[src/prx_pkg.sv]
// Shared constants and types for the printable run extractor.
`default_nettype none
package prx_pkg;

    localparam int MAX_RUN_DEF  = 1023;
    localparam int MAX_HOLD_DEF = 7;

    localparam int BYTE_W    = 8;
    localparam int MIN_LEN_W = 4;

    localparam logic [MIN_LEN_W-1:0] MIN_LEN_RESET = 4'd4;

    localparam logic [BYTE_W-1:0] CHR_NUL      = 8'h00;
    localparam logic [BYTE_W-1:0] CHR_NL       = 8'h0A;
    localparam logic [BYTE_W-1:0] CHR_PRINT_LO = 8'h20;
    localparam logic [BYTE_W-1:0] CHR_PRINT_HI = 8'h7E;

    // per-cell control: load from the input byte, or take the neighbor's byte
    typedef struct packed {
        logic wr;
        logic shift;
    } cell_ctl_t;

endpackage
`default_nettype wire

[src/prx_hold_cell.sv]
// One cell of the held-head chain: stores one byte, loads or takes its neighbor's byte.
`default_nettype none
module prx_hold_cell (
    input  wire                           aclk,
    input  prx_pkg::cell_ctl_t            ctl,
    input  wire [prx_pkg::BYTE_W-1:0]     wr_data,
    input  wire [prx_pkg::BYTE_W-1:0]     shift_in,
    output logic [prx_pkg::BYTE_W-1:0]    q
);

    logic [prx_pkg::BYTE_W-1:0] byte_reg;
    logic [prx_pkg::BYTE_W-1:0] byte_next;

    always_comb begin
        byte_next = byte_reg;
        if (ctl.wr) begin
            byte_next = wr_data;
        end else if (ctl.shift) begin
            byte_next = shift_in;
        end
    end

    always_ff @(posedge aclk) begin
        byte_reg <= byte_next;
    end

    assign q = byte_reg;

endmodule
`default_nettype wire

[src/printable_run_extractor.sv]
// Top level of the printable run extractor: run tracking, held-head cell chain, output stage.
`default_nettype none
// Timing: an accepted beat's pass-through or terminator result is in the output register in the
// cycle after it is accepted. A head release (effective minimum m above 1) gives m results, one
// per cycle while the output is not stalled: m-1 from the rotating hold-cell chain, then the byte
// that completed it; drain_reg starts the release. Input is stalled until the release is over.
// Reset (aresetn low, synchronous): run length zero, min_length 4, output empty;
// the held bytes keep whatever they hold and are defined only once written.
module printable_run_extractor #(
    parameter int MAX_RUN  = prx_pkg::MAX_RUN_DEF,
    parameter int MAX_HOLD = prx_pkg::MAX_HOLD_DEF
) (
    input  wire                              aclk,
    input  wire                              aresetn,

    // input stream
    input  wire                              s_tvalid,
    output logic                             s_tready,
    input  wire [7:0]                        s_tdata,   // [7:0] in_byte
    input  wire                              s_tlast,   // end_of_data

    // result stream
    output logic                             m_tvalid,
    input  wire                              m_tready,
    output logic [7:0]                       m_tdata,   // [7:0] out_byte
    output logic                             m_tlast,   // run_end
    output logic                             m_tuser,   // [0] last_of_burst

    // configuration: min_length
    input  wire                              cfg_valid,
    output logic                             cfg_ready,
    input  wire [prx_pkg::MIN_LEN_W-1:0]     cfg_data
);

    localparam int RLW = $clog2(MAX_RUN + 1);
    localparam int MW  = prx_pkg::MIN_LEN_W;
    localparam int BW  = prx_pkg::BYTE_W;

    // ------------------------------------------------------------------
    // State
    // ------------------------------------------------------------------
    logic [RLW-1:0] run_len_reg,  run_len_next;
    logic [MW-1:0]  min_len_reg,  min_len_next;
    logic           drain_reg,    drain_next;   // head release in progress
    logic [MW-1:0]  rem_reg,      rem_next;     // held bytes still to release
    logic [BW-1:0]  cur_reg,      cur_next;     // byte that completed the minimum
    logic           out_vld_reg,  out_vld_next;
    logic [BW-1:0]  out_byte_reg, out_byte_next;
    logic           out_end_reg,  out_end_next;
    logic           out_last_reg, out_last_next;

    // ------------------------------------------------------------------
    // Effective minimum: zero acts as one, clamp to hold depth + 1 and MAX_RUN
    // ------------------------------------------------------------------
    logic [MW-1:0] m_eff;

    always_comb begin
        m_eff = min_len_reg;
        if (m_eff == '0) begin
            m_eff = MW'(1);
        end
        if (int'(m_eff) > MAX_HOLD + 1) begin
            m_eff = MW'(MAX_HOLD + 1);
        end
        if (int'(m_eff) > MAX_RUN) begin
            m_eff = MW'(MAX_RUN);
        end
    end

    // ------------------------------------------------------------------
    // Input decode
    // ------------------------------------------------------------------
    logic [BW-1:0]  in_byte;
    logic           in_eod;
    logic           in_fire;
    logic           out_free;
    logic           printable;
    logic           close_run;
    logic [RLW-1:0] rl_inc;
    logic [RLW-1:0] m_ext;
    logic           drain_step;

    assign in_byte   = s_tdata;
    assign in_eod    = s_tlast;
    assign out_free  = !out_vld_reg || m_tready;
    assign s_tready  = !drain_reg && out_free;
    assign in_fire   = s_tvalid && s_tready;
    assign cfg_ready = 1'b1;

    assign printable = (in_byte >= prx_pkg::CHR_PRINT_LO) && (in_byte <= prx_pkg::CHR_PRINT_HI);
    // end of data, full run, NUL and newline all close the run
    assign close_run = in_eod || (int'(run_len_reg) >= MAX_RUN)
                       || (in_byte == prx_pkg::CHR_NUL) || (in_byte == prx_pkg::CHR_NL);
    assign rl_inc    = run_len_reg + RLW'(1);
    assign m_ext     = RLW'(m_eff);
    assign drain_step = drain_reg && out_free;

    // ------------------------------------------------------------------
    // Held-head cell chain. During a release the first m-1 cells rotate:
    // cell 0 goes out and comes back in at the far end, so the stored head
    // is intact once the release is over.
    // ------------------------------------------------------------------
    logic [BW-1:0]       cell_q  [MAX_HOLD];
    prx_pkg::cell_ctl_t  cell_ctl[MAX_HOLD];
    logic                rot;

    assign rot = drain_step && (rem_reg != '0);

    for (genvar i = 0; i < MAX_HOLD; i++) begin : g_cell
        logic [BW-1:0] src;

        if (i == MAX_HOLD - 1) begin : g_end
            assign src = cell_q[0];
        end else begin : g_mid
            assign src = ((i + 2) == int'(m_eff)) ? cell_q[0] : cell_q[i+1];
        end

        assign cell_ctl[i].wr    = in_fire && !close_run && printable
                                   && (rl_inc < m_ext) && (int'(rl_inc) == i + 1);
        assign cell_ctl[i].shift = rot && ((i + 1) < int'(m_eff));

        prx_hold_cell u_cell (
            .aclk     (aclk),
            .ctl      (cell_ctl[i]),
            .wr_data  (in_byte),
            .shift_in (src),
            .q        (cell_q[i])
        );
    end

    // ------------------------------------------------------------------
    // Run tracking and output stage
    // ------------------------------------------------------------------
    always_comb begin
        run_len_next  = run_len_reg;
        min_len_next  = min_len_reg;
        drain_next    = drain_reg;
        rem_next      = rem_reg;
        cur_next      = cur_reg;
        out_byte_next = out_byte_reg;
        out_end_next  = out_end_reg;
        out_last_next = out_last_reg;
        out_vld_next  = out_vld_reg && !m_tready;

        if (cfg_valid && cfg_ready) begin
            min_len_next = cfg_data;
        end

        if (in_fire) begin
            if (close_run) begin
                // terminator only for a run that reached the minimum; drop short runs
                if (run_len_reg >= m_ext) begin
                    out_vld_next  = 1'b1;
                    out_byte_next = '0;
                    out_end_next  = 1'b1;
                    out_last_next = 1'b1;
                end
                run_len_next = '0;
            end else if (printable) begin
                run_len_next = rl_inc;
                if (rl_inc == m_ext) begin
                    if (m_eff == MW'(1)) begin
                        out_vld_next  = 1'b1;
                        out_byte_next = in_byte;
                        out_end_next  = 1'b0;
                        out_last_next = 1'b1;
                    end else begin
                        // release the head first, this byte after it
                        drain_next = 1'b1;
                        rem_next   = m_eff - MW'(1);
                        cur_next   = in_byte;
                    end
                end else if (rl_inc > m_ext) begin
                    out_vld_next  = 1'b1;
                    out_byte_next = in_byte;
                    out_end_next  = 1'b0;
                    out_last_next = 1'b1;
                end
            end
        end

        if (drain_step) begin
            out_vld_next = 1'b1;
            out_end_next = 1'b0;
            if (rem_reg != '0) begin
                out_byte_next = cell_q[0];
                out_last_next = 1'b0;
                rem_next      = rem_reg - MW'(1);
            end else begin
                out_byte_next = cur_reg;
                out_last_next = 1'b1;
                drain_next    = 1'b0;
            end
        end
    end

    always_ff @(posedge aclk) begin
        if (!aresetn) begin
            run_len_reg <= '0;
            min_len_reg <= prx_pkg::MIN_LEN_RESET;
            drain_reg   <= 1'b0;
            rem_reg     <= '0;
            out_vld_reg <= 1'b0;
        end else begin
            run_len_reg <= run_len_next;
            min_len_reg <= min_len_next;
            drain_reg   <= drain_next;
            rem_reg     <= rem_next;
            out_vld_reg <= out_vld_next;
        end
        cur_reg      <= cur_next;
        out_byte_reg <= out_byte_next;
        out_end_reg  <= out_end_next;
        out_last_reg <= out_last_next;
    end

    assign m_tvalid = out_vld_reg;
    assign m_tdata  = out_byte_reg;
    assign m_tlast  = out_end_reg;
    assign m_tuser  = out_last_reg;

endmodule
`default_nettype wire

[config.mk]
export PLATFORM = sky130hd
export DESIGN_NAME = printable_run_extractor
export DESIGN_NICKNAME = d
export VERILOG_FILES = /design/src/prx_pkg.sv /design/src/prx_hold_cell.sv /design/src/printable_run_extractor.sv
export SDC_FILE = /design/constraint.sdc
export NUM_CORES = 1
export LEC_CHECK = 0
export BUFFER_PORTS_ARGS = -buffer_cell sky130_fd_sc_hd__buf_2
export CAP_MARGIN = 25
export CELL_PAD_IN_SITES_DETAIL_PLACEMENT = 1
export CELL_PAD_IN_SITES_GLOBAL_PLACEMENT = 1
export CORE_UTILIZATION = 55
export CTS_BUF_LIST = sky130_fd_sc_hd__clkbuf_8
export DETAILED_ROUTE_END_ITERATION = 8
export PLACE_DENSITY_LB_ADDON = 0.1
export SLEW_MARGIN = 20
export SYNTH_ARGS = -nofsm -noshare
export SYNTH_HDL_FRONTEND = slang
export SYNTH_SLANG_ARGS = --single-unit
[constraint.sdc]
create_clock -name aclk -period 9.2 [get_ports aclk]
set_input_delay 0.92 -clock aclk [delete_from_list [all_inputs] [get_ports aclk]]
set_output_delay 0.92 -clock aclk [all_outputs]
set_load 0.02 [all_outputs]
Word level (Yosys, flattened, before mapping)
Index checks and enable logic that the tools add are counted.
{"block": "word_totals", "regBits": 94, "input_bits": 18, "elab_cells": 176}
{"block": "classes", "n_addsub": 3, "order_cmp": 14, "n_eq_ne": 21, "n_mux": 69, "n_bitwise": 2, "reduce_logical": 51}
{"cell": "$mux 8", "n": 29}
{"cell": "$eq 10x4->1 const B", "n": 4}
{"cell": "$mux 4", "n": 9}
{"cell": "$mux 1", "n": 29}
{"cell": "$logic_and 1x1->1", "n": 23}
{"cell": "$eq 10x3->1 const B", "n": 2}
{"cell": "$mux 10", "n": 2}
{"cell": "$reduce_bool 2->1", "n": 9}
{"cell": "$eq 4x4->1 const A", "n": 4}
{"cell": "$lt 3x4->1 const A", "n": 4}
{"cell": "$reduce_and 5->1", "n": 3}
{"cell": "$add 10x1->10 const B", "n": 1}
{"cell": "$eq 10x2->1 const B", "n": 1}
{"cell": "$eq 10x4->1", "n": 1}
{"cell": "$ge 10x10->1 const B", "n": 1}
{"cell": "$ge 10x4->1", "n": 1}
{"cell": "$gt 10x4->1", "n": 1}
{"cell": "$lt 10x4->1", "n": 1}
{"cell": "$eq 3x4->1 const A", "n": 2}
{"cell": "$eq 8x4->1 const B", "n": 1}
{"cell": "$ge 8x6->1 const B", "n": 1}
{"cell": "$le 8x7->1 const B", "n": 1}
{"cell": "$logic_not 8->1", "n": 1}
{"cell": "$lt 2x4->1 const A", "n": 2}
{"cell": "16 further kinds", "n": 27}

Longest topological paths before layout
Gate-level depths: netlist (run 1).
{"block": "depth", "depth_word": 12, "mapped_depth": 10}

Cells and area by module
Synthesis (run 1) repeated with hierarchy kept, for this count alone.
{"block": "hier_totals", "hier_cells": 456, "area_unflattened_um2": 5696.7}
{"module": "printable_run_extractor", "n_inst": 1, "cells_each": 330, "area_per_inst_um2": 3051.7, "seq_area_each_um2": 930.9}
{"module": "prx_hold_cell", "n_inst": 7, "cells_each": 18, "area_per_inst_um2": 377.9, "seq_area_each_um2": 240.2}

Least setup slack after synthesis (run 1)
Ideal clock, no wire load.
{"block": "synth_timing", "path_kind": "register -> register", "startpoint": "reg run_len_reg[1]", "endpoint": "reg out_byte_reg[0] (netlist: m_tdata[0]), enable pin", "setup_ns": 0.390, "arrival_time_ns": 2.733, "required_time_ns": 8.810, "slack_ns": 6.077, "path_stages_with_launch": 9, "n_path_buf": 2, "period_less_slack_ns": 3.123, "path_cell_list": "dfxtp_1 -> ha_1 -> buf_2 -> nand4_2 -> o21a_1 -> o32ai_1 -> buf_6 -> a211oi_1 -> o31ai_1"}
{"block": "synth_via", "elab_chain_cells": 6}
{"element": "start: declaration", "line": "printable_run_extractor.sv:42", "source": "logic [RLW-1:0] run_len_reg, run_len_next;"}
{"element": "start signal: assignment", "line": "printable_run_extractor.sv:205", "source": "run_len_reg <= run_len_next;"}
{"element": "parallel branches: the longest is 5 deep, another holds $add 10x1->10"}
{"element": "$reduce_and 5->1 (no line) *"}
{"element": "end signal: assignment", "line": "printable_run_extractor.sv:212", "source": "out_byte_reg <= out_byte_next;"}
{"element": "end: declaration", "line": "printable_run_extractor.sv:48", "source": "logic [BW-1:0] out_byte_reg, out_byte_next;"}
Every way passes the cells marked *.
A chain may end at the register's enable or synchronous reset.

Final worst setup path (run 1)
{"block": "layout_timing", "startpoint": "reg run_len_reg[1]", "endpoint": "reg g_cell[2].u_cell.byte_reg, in the netlist g_cell[2].u_cell.q[6], enable pin"}
{"block": "layout_via", "elab_chain_cells": 10}
{"element": "parallel branches: the longest is 8 deep, another holds $add 10x1->10"}
{"element": "$logic_and 1x1->1 *", "line": "printable_run_extractor.sv:119", "source": "&& (rl_inc < m_ext) && (int'(rl_inc) == i + 1);"}
{"element": "$reduce_bool 2->1 (no line) *"}
{"element": "end signal: assignment", "line": "prx_hold_cell.sv:24", "source": "byte_reg <= byte_next;"}
{"element": "end: declaration", "line": "prx_hold_cell.sv:11", "source": "logic [prx_pkg::BYTE_W-1:0] byte_reg;"}
Marked as above.

==> out/metrics.cfg, run 1 <==
[final_layout]
fin_cells=589
area_delta_synth_final_pct=8.32
antenna_cells=0
largest_reg_flops=56
utilization=0.615
final_nets=510
drive_gt1_frac=0.172

[synthesis]
synth_mux_area_frac=0.186
yosys-top-cells-count=75 x mux2i_1, 73 x edfxtp_1, 32 x nand2_1
synth-seq-cells=94
synth_edf_count=73
synthSimpleGateAreaFrac=0.116
async_reset_ff_frac=0
synth.area.top_cells=edfxtp_1 42%, mux2i_1 14%, dfxtp_1 8.1%
synth-xor-area-share=0.00839
avgSynthCellArea_um2=11.8
yosysMostFrequentCell=mux2i_1
synth_cells=444
synthAdderAreaFrac=0.0456
ys_seq_area_frac=0.501
synth_warnings=0
synth_top_area_frac=0.420
synth_nets=481
synthDistinctLibCells=53
synth_ff_type=edfxtp_1
synth_area_leader_cell=edfxtp_1
synth-compound-area-share=0.104
synth_top_family_by_area=multiplexers
mappedNetlistArea_um2=5220

[worst_setup_path]
arrival_ps=3980
crit_fanout=10
critPathKind=reg2reg
crit_path_start_kind=flip-flop
r2r_cells=9
worst_setup_path_end_kind=flip-flop
worst-endpoint-required_ps=9280

[min_path]
holdPathStages=2
hold_path_class=reg2reg

[routing]
vias=3747
dr.pass1.iters=5
detail_route.wl_per_cell_um=24.3
drt_iter0_drc=210
wl_um=14300
antenna_left=0
route.detailed.drc=0
viasPerCell=6.36

[grt]
grt.overflow.total=0
grt_pass1_vias=3941
antenna_found_initial=0
grt_max_degree=33
gr-usage-all-layers=0.308
grt_pass1_wl_um=22200

[power_and_ir_drop]
fin_total_pwr_mw=0.840
total_leakage_power_nw=2.46
powerDensity_nw_per_um2=149
ir_worst_vdd_mv=0.0710

[clock_tree]
cts_tree=done
cts_buffers=9
cts_buffer_depth=2
clock_latency_ps=380
cts_sinks=94
h-tree-depth=3
cts-root-buf=clkbuf_8
post-cts-setup-buffer-count=0
clkTransAtPathRegs_ps=90
cts_hold_buf=0
cts_resized=0

[sta]
max_slew_margin=0.473
hold_ws_ps=504
skew_ps=15.2
hold_violations=0
setup_tns_ps=0
grt_setup_unrepaired=false
max_freq_mhz=256
setup_viol=0
worst_pin_slew_ps=787
fin_crit_ps=3900
fin_crit_sh=0.424
drv_slew=0

[placed_design]
place_congestion=0.807
detailed_place_hpwl_um=10200
placed_cells=568
port_buffers=29

[floorplanning]
core-area_um2=9200
die_area_um2=9880
pin_count=31
die_h_um=99.4
start_util=0.567
num_rows=35
fp.dieW_um=99.4

[run_status]
status=finished clean

[job]
drv_cap=0

## power breakdown
group	internal (mW)	switching, mW	total, mW
clock network	0.126	0.155	0.282
registers	0.462	0.00600	0.468
logic	0.0320	0.0586	0.0905
total	0.620	0.220	0.840
## path summary, 6_finish.rpt
kind,start,endpoint,slack (ps)
max,run_len_reg[1]$_SDFFE_PN0P_,g_cell[2].u_cell.q[6]$_DFFE_PP_,5300
min reg2reg,min_len_reg[0]$_SDFFE_PN0P_,min_len_reg[0]$_SDFFE_PN0P_,500
min,min_len_reg[0]$_SDFFE_PN0P_,min_len_reg[0]$_SDFFE_PN0P_,500
max reg2reg,run_len_reg[1]$_SDFFE_PN0P_,g_cell[2].u_cell.q[6]$_DFFE_PP_,5300
## metrics by stage
step	setup WS (ps)	cell area (µm²)
floorplan	6080	5220
global placement	5570	5420
detailed placement	5340	5420
CTS	5330	5620
global route	5110	5650
finish	5300	5650
## critical path, stage by stage, from the launching register on
cell,delay [ps]
dfxtp_1,510
ha_1,410
xnor2_1,240
inv_1,170
ha_1,350
o211ai_1,150
nand3b_1,320
or4_1,850
o21ai_0,320
clkbuf_2,280
## metal layers
metal / share of wire / wire [µm] / up-vias / global-route usage
li1: - / - / 1749 / -
met1: 0.42 / 6010 / 1863 / 0.378
met2: 0.51 / 7360 / 109 / 0.555
met3: 0.037 / 533 / 26 / 0.0316
met4: 0.028 / 400 / 0 / 0.124
met5: 0 / 0 / - / 0
## kinds of logic (layout without fill, tap and decap cells)
family                   count (synthesis)  count (layout)
AND/OR/NAND/NOR                        115             115
flip-flops                              94              94
multiplexers                            90              90
AO/OA/AOI/OAI                           76              76
buffers and inverters                   44              78
adder cells (fa/ha/maj)                 19              19
XOR/XNOR                                 5               5
other                                    1               1
## layout make-up
class,instances,area [µm²]
Multi-Input combinational cell,306,2420
Clock buffer,9,124
Inverter,24,90.1
Tap cell,111,139
Timing Repair Buffer,38,198
Fill cell,979,3540
Clock inverter,7,71.3
Sequential cell,94,2610
## layout by cell type, fill, tap and decap left out, drive strengths merged, types with 14 or more instances in the layout
cell type,n
inv,26
clkbuf,14
o21ai,26
edfxtp,73
nand2,32
buf,33
dfxtp,21
nor2,18
mux2i,75
ha,19
mux2,15
Note: power is estimated with default switching activity, not from simulation.
==> inputs of run 2 (changes only) <==
Settings changed: CORE_UTILIZATION 55 to 51.
Clock period 9.2 ns to 4 ns, I/O delays scaled along.
==> run 2 against run 1 <==
Net effect:
- clock skew fell by 5.9 ps
- cell area increased by 0.84%
- sequential cell count did not move
- critical endpoint is now g_cell[4].u_cell.q[4]$_DFFE_PP_
- largest cell class unchanged
- highest routed layer unchanged
==> out/metrics.cfg, run 2 (same netlist as run 1, synthesis figures left out) <==
[grt]
grt_max_degree=26
gr-usage-all-layers=0.291
antenna_found_initial=0
grt.overflow.total=0
grt_pass1_vias=3826
grt_pass1_wl_um=22200

[clock_tree]
h-tree-depth=3
clock_latency_ps=390
cts-root-buf=clkbuf_8
post-cts-setup-buffer-count=0
cts_resized=0
clkTransAtPathRegs_ps=100
cts_sinks=94
cts_tree=done
cts_buffers=9
cts_hold_buf=0
cts_buffer_depth=2

[final_layout]
utilization=0.578
drive_gt1_frac=0.184
layout_commonest_cell=mux2i_1
final_cell_area_um2=5700
area_delta_synth_final_pct=9.23
regArea_um2=2610
layout_common_cells=75 x mux2i_1, 73 x edfxtp_1, 33 x buf_2
fillers=1037
multi_input_area_um2=2410
antenna_cells=0
final_nets=516
fin_cells=617
largest_reg_flops=56

[worst_setup_path]
crit_path_start_kind=flip-flop
critPathKind=reg2reg
cpMostUsedCell=ha_1
arrival_ps=3860
path_cells=ha_1 > xnor2_1 > inv_1 > ha_1 > o211ai_1 > nand3b_1 > or4_1 > o21ai_0 > buf_2
worst-endpoint-required_ps=4100
cpPeakStageDelay_ps=840
worst_setup_path_end_kind=flip-flop
crit_fanout=10
cp_slowest_cell=or4_1
r2r_cells=9

[sta]
skew_ps=9.30
hold_ws_ps=230
setup_ws_ps=243
setup_viol=0
drv_slew=0
worst_pin_slew_ps=857
max_freq_mhz=266
hold_violations=0
fin_crit_ps=3760
grt_setup_unrepaired=false
fin_crit_sh=0.939
max_slew_margin=0.425
setup_tns_ps=0

[routing]
route.detailed.drc=0
dr.pass1.iters=6
antenna_left=0
wl_um=14300
drt_iter0_drc=142
viasPerCell=6.16
vias=3799
detail_route.wl_per_cell_um=23.1

[placed_design]
detailed_place_hpwl_um=10400
dpl_cell_area_um2=5510
place_ws_ps=253
port_buffers=29
placed_cells=598
place_congestion=0.809

[job]
drv_cap=0

[power_and_ir_drop]
ir_worst_vdd_mv=0.197
fin_total_pwr_mw=1.91
total_leakage_power_nw=2.48
powerDensity_nw_per_um2=334

[floorplanning]
fp.dieW_um=103
num_rows=36
core-area_um2=9860
pin_count=31
die_area_um2=10600
start_util=0.529
die_h_um=103

[run_status]
status=finished clean

[min_path]
holdPathStages=3
hold_path_class=in2reg

## run 2: changes by cell type in the layout (fill, tap and decap cells not counted), sizes merged
cell,change
buf,+10
clkbuf,-4
bufinv,-1
clkinv,+1
clkinvlp,-1
inv,+1
## run 2: layer usage
metal  vias to the layer above  GRT usage  routed length, µm
met5                         -          0                  0
met4                         0     0.0823                218
met3                        19     0.0427                596
met2                        99      0.458               6540
met1                      1922      0.419               6920
li1                       1759          -                  -
## run 2: critical path: cells and delay by family (launching register included)
family                   cells  cell delay (ps)
adder cells (fa/ha/maj)      2              750
XOR/XNOR                     1              240
AO/OA/AOI/OAI                2              400
flip-flops                   1              540
AND/OR/NAND/NOR              2             1090
buffers and inverters        2              440
## run 2: final cells by class
| cell class | count | area share |
|---|---|---|
| sequential | 94 | 0.458 |
| multi-input combinational | 306 | 0.422 |
| inverter | 24 | 0.0158 |
| clock inverter | 7 | 0.00966 |
| tap | 133 | 0.0292 |
| timing repair buffer | 44 | 0.0430 |
| clock buffer | 9 | 0.0217 |
## run 2: power by group
part	internal, mW	leakage, nW	switching (mW)
logic	0.0772	1.56	0.131
clock network	0.235	0.0923	0.385
registers	1.06	0.827	0.0143
## run 2: path summary, 6_finish.rpt
path | startpoint | end | slack (ps)
worst max-delay path | run_len_reg[1]$_SDFFE_PN0P_ | g_cell[4].u_cell.q[4]$_DFFE_PP_ | 240
worst min-delay path | cfg_data[2] | min_len_reg[2]$_SDFFE_PN1P_ | 230
worst max register to register | run_len_reg[1]$_SDFFE_PN0P_ | g_cell[4].u_cell.q[4]$_DFFE_PP_ | 240
worst min register to register | min_len_reg[0]$_SDFFE_PN0P_ | min_len_reg[0]$_SDFFE_PN0P_ | 500
